$ cat src/sv/hs1d_pkg.sv
package hs1d_pkg;

    // Fixed widths of the data path and of the result fields
    localparam int VAL_W     = 32;
    localparam int COEFF_W   = 15;
    localparam int POINTS_W  = 7;
    localparam int STEPS_W   = 16;
    localparam int INDEX_W   = 6;
    localparam int APB_AW    = 4;
    localparam int APB_DW    = 32;

    // Default row length
    localparam int MAX_POINTS_DEF = 64;

    // Coefficient limit (0.5 in Q0.15) and the Q0.15 fraction bits
    localparam logic [COEFF_W-1:0] COEFF_MAX = 15'd16384;
    localparam int                 FRAC_W    = 15;
    localparam logic [POINTS_W-1:0] MIN_POINTS = 7'd3;

    // Register indexes on the configuration port
    localparam logic [1:0] REG_GRID_POINTS = 2'd0;
    localparam logic [1:0] REG_TIME_STEPS  = 2'd1;
    localparam logic [1:0] REG_DIFF_COEFF  = 2'd2;

    // Effective settings handed from the register file to the control
    typedef struct packed {
        logic [POINTS_W-1:0] points;
        logic [STEPS_W-1:0]  steps;
        logic [COEFF_W-1:0]  coeff;
    } t_cfg;

    // Command broadcast to every cell of the chain
    typedef struct packed {
        logic load;
        logic step;
        logic shift;
    } t_cell_ctl;

    // Controller states
    typedef enum logic [2:0] {
        S_IDLE = 3'b001,
        S_RUN  = 3'b010,
        S_EMIT = 3'b100
    } t_state;

endpackage

$ cat src/sv/hs1d_regs.sv
module hs1d_regs #(
    parameter int MAX_POINTS = hs1d_pkg::MAX_POINTS_DEF
) (
    input  logic                         i_clk,
    input  logic                         i_rst_n,
    input  logic                         psel,
    input  logic                         penable,
    input  logic                         pwrite,
    input  logic [hs1d_pkg::APB_AW-1:0]  paddr,
    input  logic [hs1d_pkg::APB_DW-1:0]  pwdata,
    output logic [hs1d_pkg::APB_DW-1:0]  prdata,
    output logic                         pready,
    output hs1d_pkg::t_cfg               o_cfg
);
    import hs1d_pkg::*;

    localparam logic [POINTS_W-1:0] MAX_N = POINTS_W'(MAX_POINTS);

    logic [POINTS_W-1:0] r_grid_points;
    logic [STEPS_W-1:0]  r_time_steps;
    logic [COEFF_W-1:0]  r_diff_coeff;
    logic                w_wr;
    logic [1:0]          w_idx;

    assign pready = 1'b1;
    assign w_wr   = psel & penable & pwrite;
    assign w_idx  = paddr[3:2];

    // register writes
    always_ff @(posedge i_clk) begin
        if (!i_rst_n) begin
            r_grid_points <= 7'd64;
            r_time_steps  <= 16'd1;
            r_diff_coeff  <= 15'd8192;
        end else if (w_wr) begin
            case (w_idx)
                REG_GRID_POINTS: r_grid_points <= pwdata[POINTS_W-1:0];
                REG_TIME_STEPS:  r_time_steps  <= pwdata[STEPS_W-1:0];
                REG_DIFF_COEFF:  r_diff_coeff  <= pwdata[COEFF_W-1:0];
                default: ;
            endcase
        end
    end

    // read back
    always_comb begin
        case (w_idx)
            REG_GRID_POINTS: prdata = APB_DW'(r_grid_points);
            REG_TIME_STEPS:  prdata = APB_DW'(r_time_steps);
            REG_DIFF_COEFF:  prdata = APB_DW'(r_diff_coeff);
            default:         prdata = '0;
        endcase
    end

    // clamp the grid points and the coefficient to the supported ranges
    always_comb begin
        if (r_grid_points < MIN_POINTS) begin
            o_cfg.points = MIN_POINTS;
        end else if (r_grid_points > MAX_N) begin
            o_cfg.points = MAX_N;
        end else begin
            o_cfg.points = r_grid_points;
        end
        o_cfg.steps = r_time_steps;
        o_cfg.coeff = (r_diff_coeff > COEFF_MAX) ? COEFF_MAX : r_diff_coeff;
    end

endmodule

$ cat config.mk
export PLATFORM = sky130hd
export DESIGN_NAME = hs1d_regs
export DESIGN_NICKNAME = d
export VERILOG_FILES = /design/src/sv/hs1d_pkg.sv /design/src/sv/hs1d_regs.sv
export SDC_FILE = /design/constraint.sdc
export NUM_CORES = 1
export LEC_CHECK = 0
export ABC_CLOCK_PERIOD_IN_PS = 2600
export BUFFER_PORTS_ARGS = -buffer_cell sky130_fd_sc_hd__buf_2
export CAP_MARGIN = 30
export CORE_ASPECT_RATIO = 1.25
export CORE_MARGIN = 3
export CORE_UTILIZATION = 48
export CTS_CLUSTER_SIZE = 28
export DETAILED_ROUTE_END_ITERATION = 16
export PLACE_DENSITY = 0.92
export REMOVE_ABC_BUFFERS = 1
export SLEW_MARGIN = 20
export SYNTH_ARGS = -nofsm -noshare
export SYNTH_HDL_FRONTEND = slang
export SYNTH_SLANG_ARGS = --single-unit
$ cat constraint.sdc
create_clock -name i_clk -period 2.6 [get_ports i_clk]
set_input_delay 0.52 -clock i_clk [delete_from_list [all_inputs] [get_ports i_clk]]
set_output_delay 0.52 -clock i_clk [all_outputs]
set_load 0.01 [all_outputs]
# After elaboration in Yosys (flattened, before gate mapping)
# Index checks and enable logic that the tools add are counted.
dict set report word_totals {
  latch_bits 0
  n_memories 0
  rom_bits 0
  output_inout_bits 71
  register_bits 38
  word_cells 18
  in_bits 41
  ram_bits 0
}
dict set report op_classes {
  multipliers 0
  div_mod_pow 0
  n_eq_ne 2
  mux 4
  shift 0
  add_sub_neg 0
  n_bitwise 2
  magnitude_cmp 3
  reduce_logical 4
}
# op n
set ops {}
lappend ops {{16-bit one-hot mux with 3 select lines} 1}
lappend ops {{15-bit > comparator, second input constant} 1}
lappend ops {{15-bit two-way mux} 1}
lappend ops {{7-bit two-way mux} 2}
lappend ops {{7-bit > comparator, second input constant} 1}
lappend ops {{7-bit by 2-bit less-than comparator with 1-bit output, second input constant} 1}
lappend ops {{2-bit AND reduction} 3}
lappend ops {{1-bit AND} 2}
lappend ops {{2-bit by 1-bit == test with 1-bit output, second input constant} 1}
lappend ops {{2-bit == test, second input constant} 1}
lappend ops {{2-bit logical NOT} 1}

# Depth between registers and ports, before layout
dict set report depth {
  depth_word 3
  ltp_mapped 7
  depth_no_buf 3
}

# Worst setup path before layout
# No wires, ideal clock.
dict set report synth_path {
  path_type {input to output}
  from {in paddr[2] in the netlist's numbering}
  to {out prdata[9] in the netlist's numbering}
  arrival_ns 1.391
  t_required_ns 2.080
  setup_slack_ns 0.689
  stages 5
  path_cell_list {buf_4 and2b_1 buf_6 clkbuf_1 a22o_1}
}
dict set report synth_between {
  elab_chain_cells 2
}
# element line_no
set synth_rtl {}
lappend synth_rtl {{from (decl)} hs1d_regs.sv:9} ;# input logic [hs1d_pkg::APB_AW-1:0] paddr,
lappend synth_rtl {{2-bit == test, or another cell as far along} hs1d_regs.sv:47} ;# case (w_idx)
lappend synth_rtl {{16-bit one-hot mux with 3 select lines (*)} hs1d_regs.sv:47}
lappend synth_rtl {{to (decl)} hs1d_regs.sv:11} ;# output logic [hs1d_pkg::APB_DW-1:0] prdata,
# Mark *: on every way between the ends. The rest lies on a longest branch, timed or not.

# Final worst setup path
dict set report layout_path {
  from {in paddr[2] in the netlist's numbering}
  to {out prdata[2] in the netlist's numbering}
}
# Same word-level chain as after synthesis.

==> results_dict.tcl <==
set metrics [dict create \
    status "complete, no violations" \
    period_needed_ps 2120 \
    avgViaCountPerCell 4.852 \
    internal_power_uw 818.6 \
    overflow 0 \
    syn-cell-area_um2 2026 \
    routedWlPerCell_um 13.27 \
    drt_iter0_drc 63 \
    die-area_um2 5041 \
    antenna_found_initial 0 \
    cts-root-buf "clkbuf_8" \
    p_sw_share_pct 24.25 \
    placed_area_um2 2287 \
    slew_headroom_pct 42.64 \
    yosysSeqAreaShare_pct 37.55 \
    initial_utilization_pct 51.81 \
    grt_usage_pct 18.57 \
    antenna-diode-count 0 \
    max_freq_ghz 0.4716 \
    setup_tns_ps 0 \
    rows 25 \
    gp_congestion 0.7996 \
    arrival_ps 1600 \
    cts.path.max_buffers 2 \
    syn_avg_cell_area_um2 8.769 \
    finalInstanceArea_um2 2364 \
    clkTransAtPathRegs_ps 70 \
    wl_met1_mm 1.896 \
    hold_path_class "register to register" \
    drt_wl_total_mm 4.658 \
    ys_ff_latch 38 \
    drv_cap 0 \
    start_kind "input pin" \
    grt_max_degree 52 \
    clock_power_share_pct 33.9 \
    switchingPower_uw 262.1 \
    combPwrFrac_pct 10.8 \
    pin_count 112 \
    fp.dieW_um 64.11 \
    post-route-drc-count 0 \
    cp.required_ps 2080 \
    hpwl_mm 3.314 \
    vias 1703 \
    synthCells 231 \
    ir_drop_v 0.0002924 \
    syn_to_final_growth_pct 16.68 \
    grt_pass1_wl_mm 7.465 \
    worstSetupPathType "input pin to output pin" \
    final_cell_mix "76 x buf_2, 58 x nand2_1, 42 x mux2i_1" \
    drive_above_1_share_pct 29.63 \
    seqPwrFrac_pct 55.3 \
    fin_skew_ps 0 \
    worst_setup_path_end_kind "output pin" \
    final_nets 338 \
    ctsHoldBuffers 0 \
    ant_nets 0 \
    ctsResizeCount 0 \
    ys_types 23 \
    wl_met3_um 297 \
    fillers 355 \
    dr.pass1.iters 4 \
    grt_pass1_vias 1614 \
    wl_met2_mm 2.426 \
    top_layer "met4" \
    final_cells 351 \
    min_period_over_period_pct 81.55 \
    multi_input_area_um2 1037 \
    hold_ws_ps 470.5 \
    portBuffers 76 \
    final_common_cell "buf_2" \
    worstPathMaxFanout 12 \
    rsz0062_at_grt "no" \
    cts_buffers 5 \
    cts_tree "built" \
    die_h_um 78.63 \
    tightest_slew_ps 860.4 \
    cts_sinks 38 \
    leakage_uw 0.001182 \
    post_cts_buffers 0 \
    dp.cells 344 \
    seqCellArea_um2 760.7 \
    clk_latency_ps 270 \
    htree_levels 2 \
    yosysWarnings 0 \
    drv_slew 0 \
    coreArea_um2 3910 \
    final-hold-violation-count 0 \
    setup_viol 0 \
    power.density_nw_per_um2 457.2 \
]
==> synth_stat cells (all sizes together) <==
cell type / n / share of area [%]
nand2: 58 / 11
mux2i: 42 / 21
dfxtp: 38 / 38
buf: 25 / 11
nor2b: 17 / 5.3
clkbuf: 11 / 2.0
a22o: 8 / 3.5
o21ai: 7 / 1.7
nor2: 5 / 0.93
and2: 3 / 1.2
inv: 3 / 0.56
nand3: 3 / 0.74
o211ai: 3 / 1.1
and2b: 2 / 0.86
conb: 2 / 0.37
and3: 1 / 0.31
nor4: 1 / 0.31
o31ai: 1 / 0.37
or3: 1 / 0.31
==> routing by layer <==
metal  track usage [%]  vias up
li1                  -      851
met1             20.21      781
met2             35.16       66
met3             4.006        5
met4             5.708        0
met5                 0        -
==> stage by stage <==
step	util (%)	power, µW	setup WS [ps]
after floorplan	-	665.8	884.5
after global placement	58.50	723.8	449.5
after detailed placement	58.50	726.4	467.5
after CTS	60.45	1092	478.3
after global routing	60.45	1129	379.4
final	60.45	1081	479.6
==> cells by family after synthesis <==
| logic type | count (synthesis) | share of synthesized area (%) |
|---|---|---|
| and+or+nand+nor | 91 | 20.63 |
| muxes | 42 | 20.75 |
| buffers and inverters | 39 | 14.02 |
| DFF | 38 | 37.55 |
| AOI/OAI and AO/OA | 19 | 6.671 |
| other | 2 | 0.3707 |
==> critical path: stages <==
cell	delay, ps
buf_2	190
and2b_1	310
buf_4	250
nand2_1	70
o21ai_0	80
buf_2	160
==> final timing paths <==
kind                     from               end  slack, ps  cells past startpoint
max                  paddr[2]         prdata[2]        480                      6
min reg2reg   r_diff_coeff[4]   r_diff_coeff[4]        470                      2
max reg2reg  r_diff_coeff[14]  r_diff_coeff[14]       1520                      2
min           r_diff_coeff[4]   r_diff_coeff[4]        470                      2
==> power groups by stage <==
stage / Sequential [µW] / Clock [µW] / Combinational, µW
3_5_place_dp: 610 / 0 / 116
6_report: 597 / 367 / 117
3_3_place_gp: 610 / 0 / 114
2_1_floorplan: 611 / 0 / 55.3
5_1_grt: 598 / 401 / 130
4_1_cts: 597 / 379 / 116
==> final cells by class <==
class / count / area share [%]
Timing Repair Buffer: 80 / 17.36
Tap cell: 54 / 2.859
Multi-Input combinational cell: 169 / 43.89
Inverter: 3 / 0.4764
Clock buffer: 7 / 3.229
Sequential cell: 38 / 32.19
==> sequential cells by signal, indices dropped and copies added (netlist names) <==
name	count
r_time_steps	16
r_diff_coeff	15
r_grid_points	7
No activity file was read; power rests on OpenSTA's default activity.
