File: config.mk
export PLATFORM = sky130hd
export DESIGN_NAME = hs1d_cell
export DESIGN_NICKNAME = d
export VERILOG_FILES = /design/src/sv/hs1d_pkg.sv /design/src/sv/hs1d_cell.sv
export SDC_FILE = /design/constraint.sdc
export NUM_CORES = 1
export LEC_CHECK = 0
export ABC_AREA = 0
export CAP_MARGIN = 20
export CORE_ASPECT_RATIO = 1.1
export CORE_MARGIN = 8
export CORE_UTILIZATION = 30
export CTS_BUF_LIST = sky130_fd_sc_hd__clkbuf_8
export DETAILED_ROUTE_END_ITERATION = 6
export DONT_BUFFER_PORTS = 1
export HOLD_SLACK_MARGIN = 0.02
export PLACE_DENSITY = 0.54
export SETUP_SLACK_MARGIN = 0.3
export SKIP_LAST_GASP = 1
export SYNTH_ARGS = -nofsm -noshare
export SYNTH_HDL_FRONTEND = slang
export SYNTH_SLANG_ARGS = --single-unit
File: constraint.sdc
create_clock -name i_clk -period 13.5 [get_ports i_clk]
set_clock_uncertainty 0.15 [all_clocks]
set_input_delay 0 -clock i_clk [delete_from_list [all_inputs] [get_ports i_clk]]
set_output_delay 0 -clock i_clk [all_outputs]
set_load 0.01 [all_outputs]
File: src/sv/hs1d_pkg.sv
package hs1d_pkg;

    // Fixed widths of the data path and of the result fields
    localparam int VAL_W     = 32;
    localparam int COEFF_W   = 15;
    localparam int POINTS_W  = 7;
    localparam int STEPS_W   = 16;
    localparam int INDEX_W   = 6;
    localparam int APB_AW    = 4;
    localparam int APB_DW    = 32;

    // Default row length
    localparam int MAX_POINTS_DEF = 64;

    // Coefficient limit (0.5 in Q0.15) and the Q0.15 fraction bits
    localparam logic [COEFF_W-1:0] COEFF_MAX = 15'd16384;
    localparam int                 FRAC_W    = 15;
    localparam logic [POINTS_W-1:0] MIN_POINTS = 7'd3;

    // Register indexes on the configuration port
    localparam logic [1:0] REG_GRID_POINTS = 2'd0;
    localparam logic [1:0] REG_TIME_STEPS  = 2'd1;
    localparam logic [1:0] REG_DIFF_COEFF  = 2'd2;

    // Effective settings handed from the register file to the control
    typedef struct packed {
        logic [POINTS_W-1:0] points;
        logic [STEPS_W-1:0]  steps;
        logic [COEFF_W-1:0]  coeff;
    } t_cfg;

    // Command broadcast to every cell of the chain
    typedef struct packed {
        logic load;
        logic step;
        logic shift;
    } t_cell_ctl;

    // Controller states
    typedef enum logic [2:0] {
        S_IDLE = 3'b001,
        S_RUN  = 3'b010,
        S_EMIT = 3'b100
    } t_state;

endpackage

File: src/sv/hs1d_cell.sv
module hs1d_cell (
    input  logic                          i_clk,
    input  hs1d_pkg::t_cell_ctl           i_ctl,
    input  logic                          i_interior,
    input  logic [hs1d_pkg::VAL_W-1:0]    i_load_val,
    input  logic [hs1d_pkg::COEFF_W-1:0]  i_coeff,
    input  logic [hs1d_pkg::VAL_W-1:0]    i_left,
    input  logic [hs1d_pkg::VAL_W-1:0]    i_right,
    output logic [hs1d_pkg::VAL_W-1:0]    o_value
);
    import hs1d_pkg::*;

    localparam int DIFF_W = VAL_W + 2;
    localparam int PROD_W = DIFF_W + COEFF_W + 1;
    localparam int SUM_W  = VAL_W + 4;

    logic [VAL_W-1:0]         r_value;
    logic [VAL_W-1:0]         n_value;
    logic signed [DIFF_W-1:0] w_diff;
    logic signed [PROD_W-1:0] w_prod;
    logic signed [SUM_W-1:0]  w_sum;

    // new = m + s*(l + r - 2m) / 2^15, floored; equal to the exact
    // three-term weighted sum truncated by 15 bits
    always_comb begin
        w_diff = signed'({2'b00, i_left}) + signed'({2'b00, i_right})
               - signed'({1'b0, r_value, 1'b0});
        w_prod = w_diff * signed'({1'b0, i_coeff});
        w_sum  = signed'({{(SUM_W-VAL_W){1'b0}}, r_value})
               + SUM_W'(w_prod >>> FRAC_W);
    end

    // load, update or shift toward index zero
    always_comb begin
        n_value = r_value;
        if (i_ctl.load) begin
            n_value = i_load_val;
        end else if (i_ctl.step) begin
            n_value = i_interior ? w_sum[VAL_W-1:0] : '0;
        end else if (i_ctl.shift) begin
            n_value = i_right;
        end
    end

    always_ff @(posedge i_clk) begin
        r_value <= n_value;
    end

    assign o_value = r_value;

endmodule

Word-level counts from Yosys, hierarchy flattened

Index checks and enable logic that the tools add are counted.

Bits in latches: 0
RAM bits: 0
Word-level logic and storage cells: 10
ROM bits: 0
Memories: 0
Register bits: 32

Multiply operators: 1
Divide/modulo/power cells: 0
Equal/unequal tests: 0
$add $sub $neg: 3
Muxes and demuxes: 4
Reductions and logical operators: 1
Shift-type cells: 0
$lt $le $gt $ge: 0
Bitwise gates (word level): 0

Operators by type and width:

| cell               | count |
|---|---|
| $mux W32           | 4 |
| $mul A34 B16 Y47   | 1 |
| $sub A33 B33 Y34   | 1 |
| $add A32 B32 Y33   | 1 |
| $add A32 B32 Y32   | 1 |
| $reduce_bool A3 Y1 | 1 |

Longest topological paths before layout

Word-level depth: 7
Mapped depth: 54
Mapped depth without buffers: 53

Worst setup path before layout

No wires, ideal clock.

Path kind: reg2reg
From: reg r_value[4] (netlist: o_value[4])
To: reg r_value[31] (netlist: o_value[31]), data pin
Buffers on the path: 1
Period minus slack after synthesis: 11.323 ns
Cell stages (with the launch flop): 48
Data arrival time: 10.912 ns
Required time: 13.089 ns
Slack: 2.177 ns
Cells stage by stage: edfxtp_1 > fa_1 > inv_1 > ha_1 > or4_1 > o21ai_2 > a21oi_1 > a21o_1 > nand2_1 > a21boi_0 > o21ai_0 > nand2b_1 > a21o_1 > a21oi_1 > xnor2_1 > clkbuf_1 > nand2_1 > fa_1 > [... 12 more ...] > a21bo_2 > and2_1 > o21a_1 > nor2_1 > nor2b_1 > nor2_1 > xnor2_1 > ha_1 > o21ai_0 > o31a_1 > nor4_1 > o21a_1 > nor2_1 > a211oi_1 > o221ai_1 > o21ai_0 > xnor2_1 > a221o_1

Word-level cells in the longest chain between the ends: 6

RTL lines:

| element                | RTL line        | RTL |
|---|---|---|
| start, declared        | hs1d_cell.sv:17 | `logic [VAL_W-1:0] r_value;` |
| start signal, assigned | hs1d_cell.sv:46 | `r_value <= n_value;` |
| $sub A33 B33 Y34       | hs1d_cell.sv:27 | `- signed'({1'b0, r_value, 1'b0});` |
| $mul A34 B16 Y47       | hs1d_cell.sv:28 | `w_prod = w_diff * signed'({1'b0, i_coeff});` |
| $add A32 B32 Y32 *     | hs1d_cell.sv:30 | `+ SUM_W'(w_prod >>> FRAC_W);` |
| $mux W32 *             | hs1d_cell.sv:39 | `n_value = i_interior ? w_sum[VAL_W-1:0] : '0;` |
| $mux W32 *             | hs1d_cell.sv:38 | `end else if (i_ctl.step) begin` |
| $mux W32 *             | hs1d_cell.sv:36 | `if (i_ctl.load) begin` |
| net n_value[31]        | hs1d_cell.sv:18 | `logic [VAL_W-1:0] n_value;` |

The timed path passes the listed nets; every way through them passes the cells marked *.
A chain may end at the register's enable or synchronous reset.

Final worst setup path

From: reg r_value[13] (netlist: o_value[13])
To: reg r_value[31] (netlist: o_value[31]), data pin

Same word-level chain as after synthesis.

==> results.sh <==
export IMPL_drtIter0Drc=751
export IMPL_dr_pass1_iters=5
export IMPL_dpl_hpwl_um=49500
export IMPL_startpoint_type="register"
export IMPL_die_x_um=274
export IMPL_pin_count=148
export IMPL_yosysMostFrequentCell="inv_1"
export IMPL_num_fill_cells=7660
export IMPL_overflow=0
export IMPL_finalSetupViolations=0
export IMPL_wl_per_cell_um=17.5
export IMPL_grt_pass1_vias=18368
export IMPL_hp_class="input pin to register"
export IMPL_syn_avg_cell_area_um2=8.70
export IMPL_numClockSinks=32
export IMPL_synth_compound_area_share_pct=8.15
export IMPL_final_hold_viol_count=0
export IMPL_synth_cell_area_mm2=0.0219
export IMPL_synth_top_area_share_pct=44.9
export IMPL_largest_reg_flops=32
export IMPL_fin_crit_sh_pct=92.6
export IMPL_synth_fp_nets=3299
export IMPL_htree_num_levels=2
export IMPL_routabilityCongestion=0.833
export IMPL_synth_seq_cells=32
export IMPL_synthCells=2519
export IMPL_relSlewSlack_pct=34.0
export IMPL_run_status="completed"
export IMPL_coreArea_mm2=0.0727
export IMPL_cp_arrival_ns=12.41
export IMPL_fp_dieArea_mm2=0.0820
export IMPL_route_vias_total=16560
export IMPL_start_util_pct=30.1
export IMPL_track_usage_pct=15.3
export IMPL_avgViaCountPerCell=4.73
export IMPL_clk_latency_ns=0.31
export IMPL_layout_drive_gt1_share_pct=2.79
export IMPL_cp_common_cell="fa_1"
export IMPL_path_clk_slew_ns=0.09
export IMPL_synth_edf_count=32
export IMPL_synthTopCellsByArea="fa_1 45%, inv_1 11%, ha_1 9.9%, and2_1 6.3%, nand2_1 5.7%"
export IMPL_crit_path_max_incr_delay_ns=0.56
export IMPL_required_ns=13.41
export IMPL_fmax_ghz=0.0800
export IMPL_drv_slew=0
export IMPL_synthDistinctLibCells=58
export IMPL_yosys_warnings=0
export IMPL_io_buffer_count=0
export IMPL_cp_end_kind="register"
export IMPL_chipHeight_um=299
export IMPL_synth_fa_ha_area_share_pct=54.7
export IMPL_fin_nets=3325
export IMPL_async_flop_share_pct=0
export IMPL_cts_root_buf="clkbuf_8"
export IMPL_cts_buffer_depth=2
export IMPL_synth_top_flop_cell="edfxtp_1"
export IMPL_cts_tree="yes"
export IMPL_drc=0
export IMPL_finalCriticalPeriod_ns=12.50
export IMPL_tightestPinTransition_ns=0.985
export IMPL_ys_seq_area_share_pct=4.39
export IMPL_grt_setup_unrepaired="false"
export IMPL_synth_simple_area_share_pct=16.0
export IMPL_synth_top_family_by_area="adder cells"
export IMPL_synth_top_area_cell="fa_1"
export IMPL_num_rows=104
export IMPL_antenna_found_initial=1
export IMPL_synth_xor_area_share_pct=4.02
export IMPL_area_delta_synth_final_pct=9.88
export IMPL_wl_um=61300
export IMPL_crit_type="register to register"
export IMPL_grt_pass1_wl_um=100000
export IMPL_cpMaxStageDelayCell="dlygate4sd3_1"
export IMPL_cts_inserted_buffers=5
export IMPL_hold_slack_ns=0.284
export IMPL_ant_nets=0
export IMPL_synth_mux_area_share_pct=0.154
export IMPL_drv_cap=0
export IMPL_finalSetupTns_ns=0
export IMPL_synth_common_cells="637 x inv_1, 491 x fa_1, 330 x nand2_1"
export IMPL_grt_max_degree=36
export IMPL_worstPathMaxFanout=15
## layout by cell type (no fill, tap or decap), drive strengths merged, types with 14 or more instances in the layout
cell type and count:
inv 638, fa 491, nand2 330, and2 220, ha 173, dlygate4sd3 81, a21oi 81, xnor2 65
o21ai 53, nor2 47, a21o 46, buf 36, xor2 33, edfxtp 32, nor2b 22, nor3 21
nand2b 20, o21a 14
## worst paths after layout
kind | from | endpoint | slack [ns] | depth (start not counted)
setup / recovery | o_value[13] | o_value[31] | 1.00 | 44
hold / removal | i_ctl[2] | o_value[30] | 0.28 | 4
setup reg to reg | o_value[13] | o_value[31] | 1.00 | 44
hold reg to reg | o_value[25] | o_value[25] | 0.91 | 3
## critical path: cells and delay by family (launching register included)
family                   cells  cell delay [ns]
adder cells (fa/ha/maj)     10             4.47
AND/OR/NAND/NOR              6             0.89
flip-flops                   1             0.51
XOR/XNOR                     3             0.41
AO/OA/AOI/OAI               19             4.81
buffers and inverters        6             0.99
## stage by stage
| stage | worst slack (ns) | cell area, µm² | cells | util (%) |
|---|---|---|---|---|
| after floorplan | 2.18 | 21900 | 2519 | - |
| after global placement | 0.869 | 23000 | 3404 | 31.6 |
| after detailed placement | 0.873 | 23000 | 3404 | 31.6 |
| after CTS | 0.455 | 23900 | 3494 | 32.9 |
| after global routing | 0.345 | 24100 | 3501 | 33.1 |
| final | 1.00 | 24100 | 3501 | 33.1 |
## kinds of logic (layout without fill, tap and decap cells)
logic type | Yosys count | count (layout)
and+or+nand+nor | 712 | 712
AOI/OAI and AO/OA | 274 | 274
muxes | 3 | 3
xor gates and xnor gates | 99 | 99
adders and majority gates | 664 | 664
buffers and inverters | 735 | 762
DFF | 32 | 32
other | 0 | 1
## metal layers
| layer | track usage (%) | up-vias | share of wire, % |
|---|---|---|---|
| li1 | - | 7595 | - |
| met4 | 3.58 | 0 | 2.5 |
| met5 | 0 | - | 0 |
| met2 | 28.7 | 354 | 54 |
| met1 | 18.8 | 8526 | 40 |
| met3 | 1.08 | 85 | 3.4 |
## layout make-up
type	count	area, µm²	share of cell area [%]
multi-input cells	1752	18300	76.1
inverters	637	2390	9.93
well taps	954	1190	4.96
repair buffers	117	1110	4.62
flip-flops and latches	32	961	3.99
clock buffers	5	68.8	0.286
clock inverters	3	20.0	0.0831
diodes	1	2.50	0.0104
## what timing repair did
item	CTS	global route
gates resized for setup	0	27
endpoints found under the hold margin	32	0
endpoints found under the setup margin	0	10
buffers inserted	0	6
hold buffers	82	0
Power is not shown: default switching activity piles up to over one toggle a cycle in this logic, so the estimate is an artifact.
